## src/mrcl_pkg.sv

```systemverilog
// package: shared constants, command codes and control structs for the memo result cache
`default_nettype none

package mrcl_pkg;

    localparam int KEY_W     = 64;
    localparam int COUNT_W   = 4;
    localparam int SLOT_W    = 3;
    localparam int DATA_W    = 64;
    localparam int CMD_W     = 2;
    localparam int RUN_MAX   = 8;
    localparam int S_TDATA_W = 136;
    localparam int M_TDATA_W = 72;

    localparam logic [CMD_W-1:0] CMD_LOOKUP = 2'd0;
    localparam logic [CMD_W-1:0] CMD_STORE  = 2'd1;
    localparam logic [CMD_W-1:0] CMD_FRAME  = 2'd2;
    localparam logic [CMD_W-1:0] CMD_CLEAR  = 2'd3;

    typedef struct packed {
        logic key_eq;
        logic cnt_eq;
        logic stamp_lt;
    } cmp_res_t;

    typedef struct packed {
        logic key_we;
        logic stamp_we;
    } entry_we_t;

endpackage

`default_nettype wire

```

## src/mrcl_cmp_unit.sv

```systemverilog
// shared compare unit: key and count equality, stamp age order
`default_nettype none

module mrcl_cmp_unit
    import mrcl_pkg::*;
#(
    parameter int STAMP_BITS = 32
) (
    input  logic [KEY_W-1:0]      key_a,
    input  logic [KEY_W-1:0]      key_b,
    input  logic [COUNT_W-1:0]    cnt_a,
    input  logic [COUNT_W-1:0]    cnt_b,
    input  logic [STAMP_BITS-1:0] stamp_a,
    input  logic [STAMP_BITS-1:0] stamp_b,
    output cmp_res_t              res
);

    always_comb begin
        res.key_eq   = (key_a == key_b);
        res.cnt_eq   = (cnt_a == cnt_b);
        res.stamp_lt = (stamp_a < stamp_b);
    end

endmodule

`default_nettype wire

```

## config.mk

```make
export PLATFORM = sky130hd
export DESIGN_NAME = mrcl_cmp_unit
export DESIGN_NICKNAME = d
export VERILOG_FILES = /design/src/mrcl_pkg.sv /design/src/mrcl_cmp_unit.sv
export SDC_FILE = /design/constraint.sdc
export NUM_CORES = 1
export LEC_CHECK = 0
export BUFFER_PORTS_ARGS = -buffer_cell sky130_fd_sc_hd__buf_2
export CAP_MARGIN = 0
export CORE_ASPECT_RATIO = 1.1
export CORE_MARGIN = 8
export CORE_UTILIZATION = 36
export DETAILED_ROUTE_END_ITERATION = 16
export PLACE_DENSITY = 0.91
export SLEW_MARGIN = 40
export SYNTH_ARGS = -nofsm -noshare
export SYNTH_HDL_FRONTEND = slang
export SYNTH_SLANG_ARGS = --single-unit
```

## constraint.sdc

```tcl
create_clock -name vclk -period 4.4
set_input_delay 0.44 -clock vclk [all_inputs]
set_output_delay 0.44 -clock vclk [all_outputs]
set_load 0.005 [all_outputs]
```

==> flow_summary_export.csv <==
group,metric,value,unit
worst_setup_path,end_kind,"output port",
finish,syn_to_final_growth,70.8,%
sta,fmax,411,MHz
drt,vias,2148,
drt,drtIter0Drc,49,
power,internal-power,130,uW
power,clkPwrFrac,0,%
drt,ant_nets,0,
sta,setup_viol,0,
die,fp.dieH,84.5,um
die,dieWidth,78.3,um
power,p_switching,95.3,uW
cts,ctsHoldBuffers,0,
die,start_util,36.7,%
power,peakVddDrop,0.0445,mV
worst_setup_path,path_class,"in2out",
synth,seq_area_frac_synth,0,%
power,power,225,uW
place,place.detailed.hpwl,7380,um
power,comb_power_share,100.0,%
global_routing,grt-ovfl-total,0,
synth,yosys-top-cells-area,"ha_1 25%, xor2_1 21%, xnor2_1 17%, inv_1 7.8%, nand4_1 4.5%",
sta,relSlewSlack,74.4,%
finish,register_area,0,sq um
power,seq_power_share,0,%
global_routing,grt_pass1_wl,11400,um
power,power_density,85.6,mW/mm^2
place,gp_congestion,0.945,
sta,finalSetupTns,0,ns
sta,grt_setup_unrepaired,"no",
synth,synth_area,0.00154,sq mm
synth,syn_inst,201,
finish,final_nets,637,
power,p_leak,0.00154,uW
synth,synth.distinct_cells,25,
synth,syn_nets,432,
finish,layout.cells.non_filler,460,
place,portBuffers,203,
sta,fin_ws,1.97,ns
finish,fillers,381,
drt,vias_per_cell,4.67,
run_status,outcome,"completed",
synth,synth.most_common_cell,"xor2_1",
sta,hold_viol,0,
sta,min_period,2.43,ns
drt,wl,7730,um
sta,report.final.slew_viol_count,0,
job,maxCapViolCount,0,
synth,synth_top_cell_by_area,"ha_1",
drt,drc,0,
synth,synthTopCellsByCount,"37 x xor2_1, 32 x inv_1, 31 x ha_1",
finish,multi_input_area,0.00141,sq mm
finish,stdcell_area,0.00263,sq mm
die,fp.coreArea,0.00419,sq mm
finish,clkbuf_count,0,
place,place_area,0.00262,sq mm
worst_setup_path,crit_path_start_kind,"primary input",
power,sw_frac_of_total,42.4,%
die,io_pins,203,
sta,worst_pin_slew,0.381,ns
worst_setup_path,path_max_fanout,1,
worst_setup_path,crit_required,3.96,ns
global_routing,grt_max_degree,4,
global_routing,antenna_found_initial,2,
die,dieArea,0.00662,sq mm
finish,nFlopsAndLatches,0,
drt,detail_route.first_pass.iterations,5,
cts,cts_setup_buffers,0,
place,dp_slack,1.97,ns
hold_path,hold_path.class,"in2out",
synth,yosysWarnings,0,
global_routing,grt_usage,21.3,%
drt,wl_per_cell,16.8,um
sta,finalCritPeriodShare,55.3,%
finish,drive_gt1_share,50.7,%
cts,cts_resized,0,
global_routing,grt_pass1_vias,2340,
synth,synth_top_area_share,25.2,%
worst_setup_path,cp.arrival,1.99,ns
synth,syn_avg_cell_area,7.65,sq um
die,rows,25,
place,dp_cells,458,
## metal layers
layer | track usage (%) | up-vias | routed length, um | share of wire, %
met2 | 41.7 | 118 | 4320 | 56
met3 | 6.94 | 4 | 682 | 8.8
met1 | 20.9 | 920 | 2670 | 35
met5 | 0 | - | 0 | 0
met4 | 3.71 | 0 | 53 | 0.69
li1 | - | 1106 | - | -
## cells in the final DEF (no fill, tap or decap), types with 9 or more instances in the layout
cell     count
buf_2      203
nand4_1     11
inv_1       32
nand2_1      9
a21oi_1     11
xor2_1      37
ha_1        31
xnor2_1     29
nor4_1      11
## worst max-delay path, stage by stage
cell	delay, ns
buf_2	0.10
ha_1	0.32
a2111oi_4	0.30
nor4b_1	0.08
or4_1	0.48
a21oi_1	0.14
buf_2	0.13
## kinds of logic (layout without fill, tap and decap cells)
logic type	Yosys count	in the layout	synth area share, %
adders and majority gates	31	31	25.2
AOI/OAI and AO/OA	26	26	12.0
buffers and inverters	33	236	8.06
xor gates and xnor gates	66	66	37.6
and+or+nand+nor	45	45	17.2
other	0	2	0
## per-stage QoR
stage | hold WS, ns | util, %
6_report | 1.27 | 62.7
5_1_grt | 1.31 | 62.7
4_1_cts | 1.27 | 62.5
3_5_place_dp | 1.27 | 62.5
3_3_place_gp | 1.26 | 62.5
2_1_floorplan | 1.04 | -
## path summary, 6_finish.rpt
path,start,to,slack [ns],cells after the start
worst max-delay path,stamp_a[1],res[0],1.97,7
worst min-delay path,key_b[53],res[2],1.27,5
## area by class of cell
cell class,count,area share (%)
multi-input combinational,168,53.8
timing repair buffer,203,38.7
inverter,33,4.72
tap,54,2.57
antenna,2,0.191
## power groups by stage
stage | logic, uW | registers [uW] | clock network (uW)
CTS | 225 | 0 | 0
global route | 250 | 0 | 0.0000610
floorplan | 102 | 0 | 0
detailed placement | 224 | 0 | 0
global placement | 215 | 0 | 0
finish | 225 | 0 | 0.0000611
Note: power is estimated with default switching activity, not from simulation.
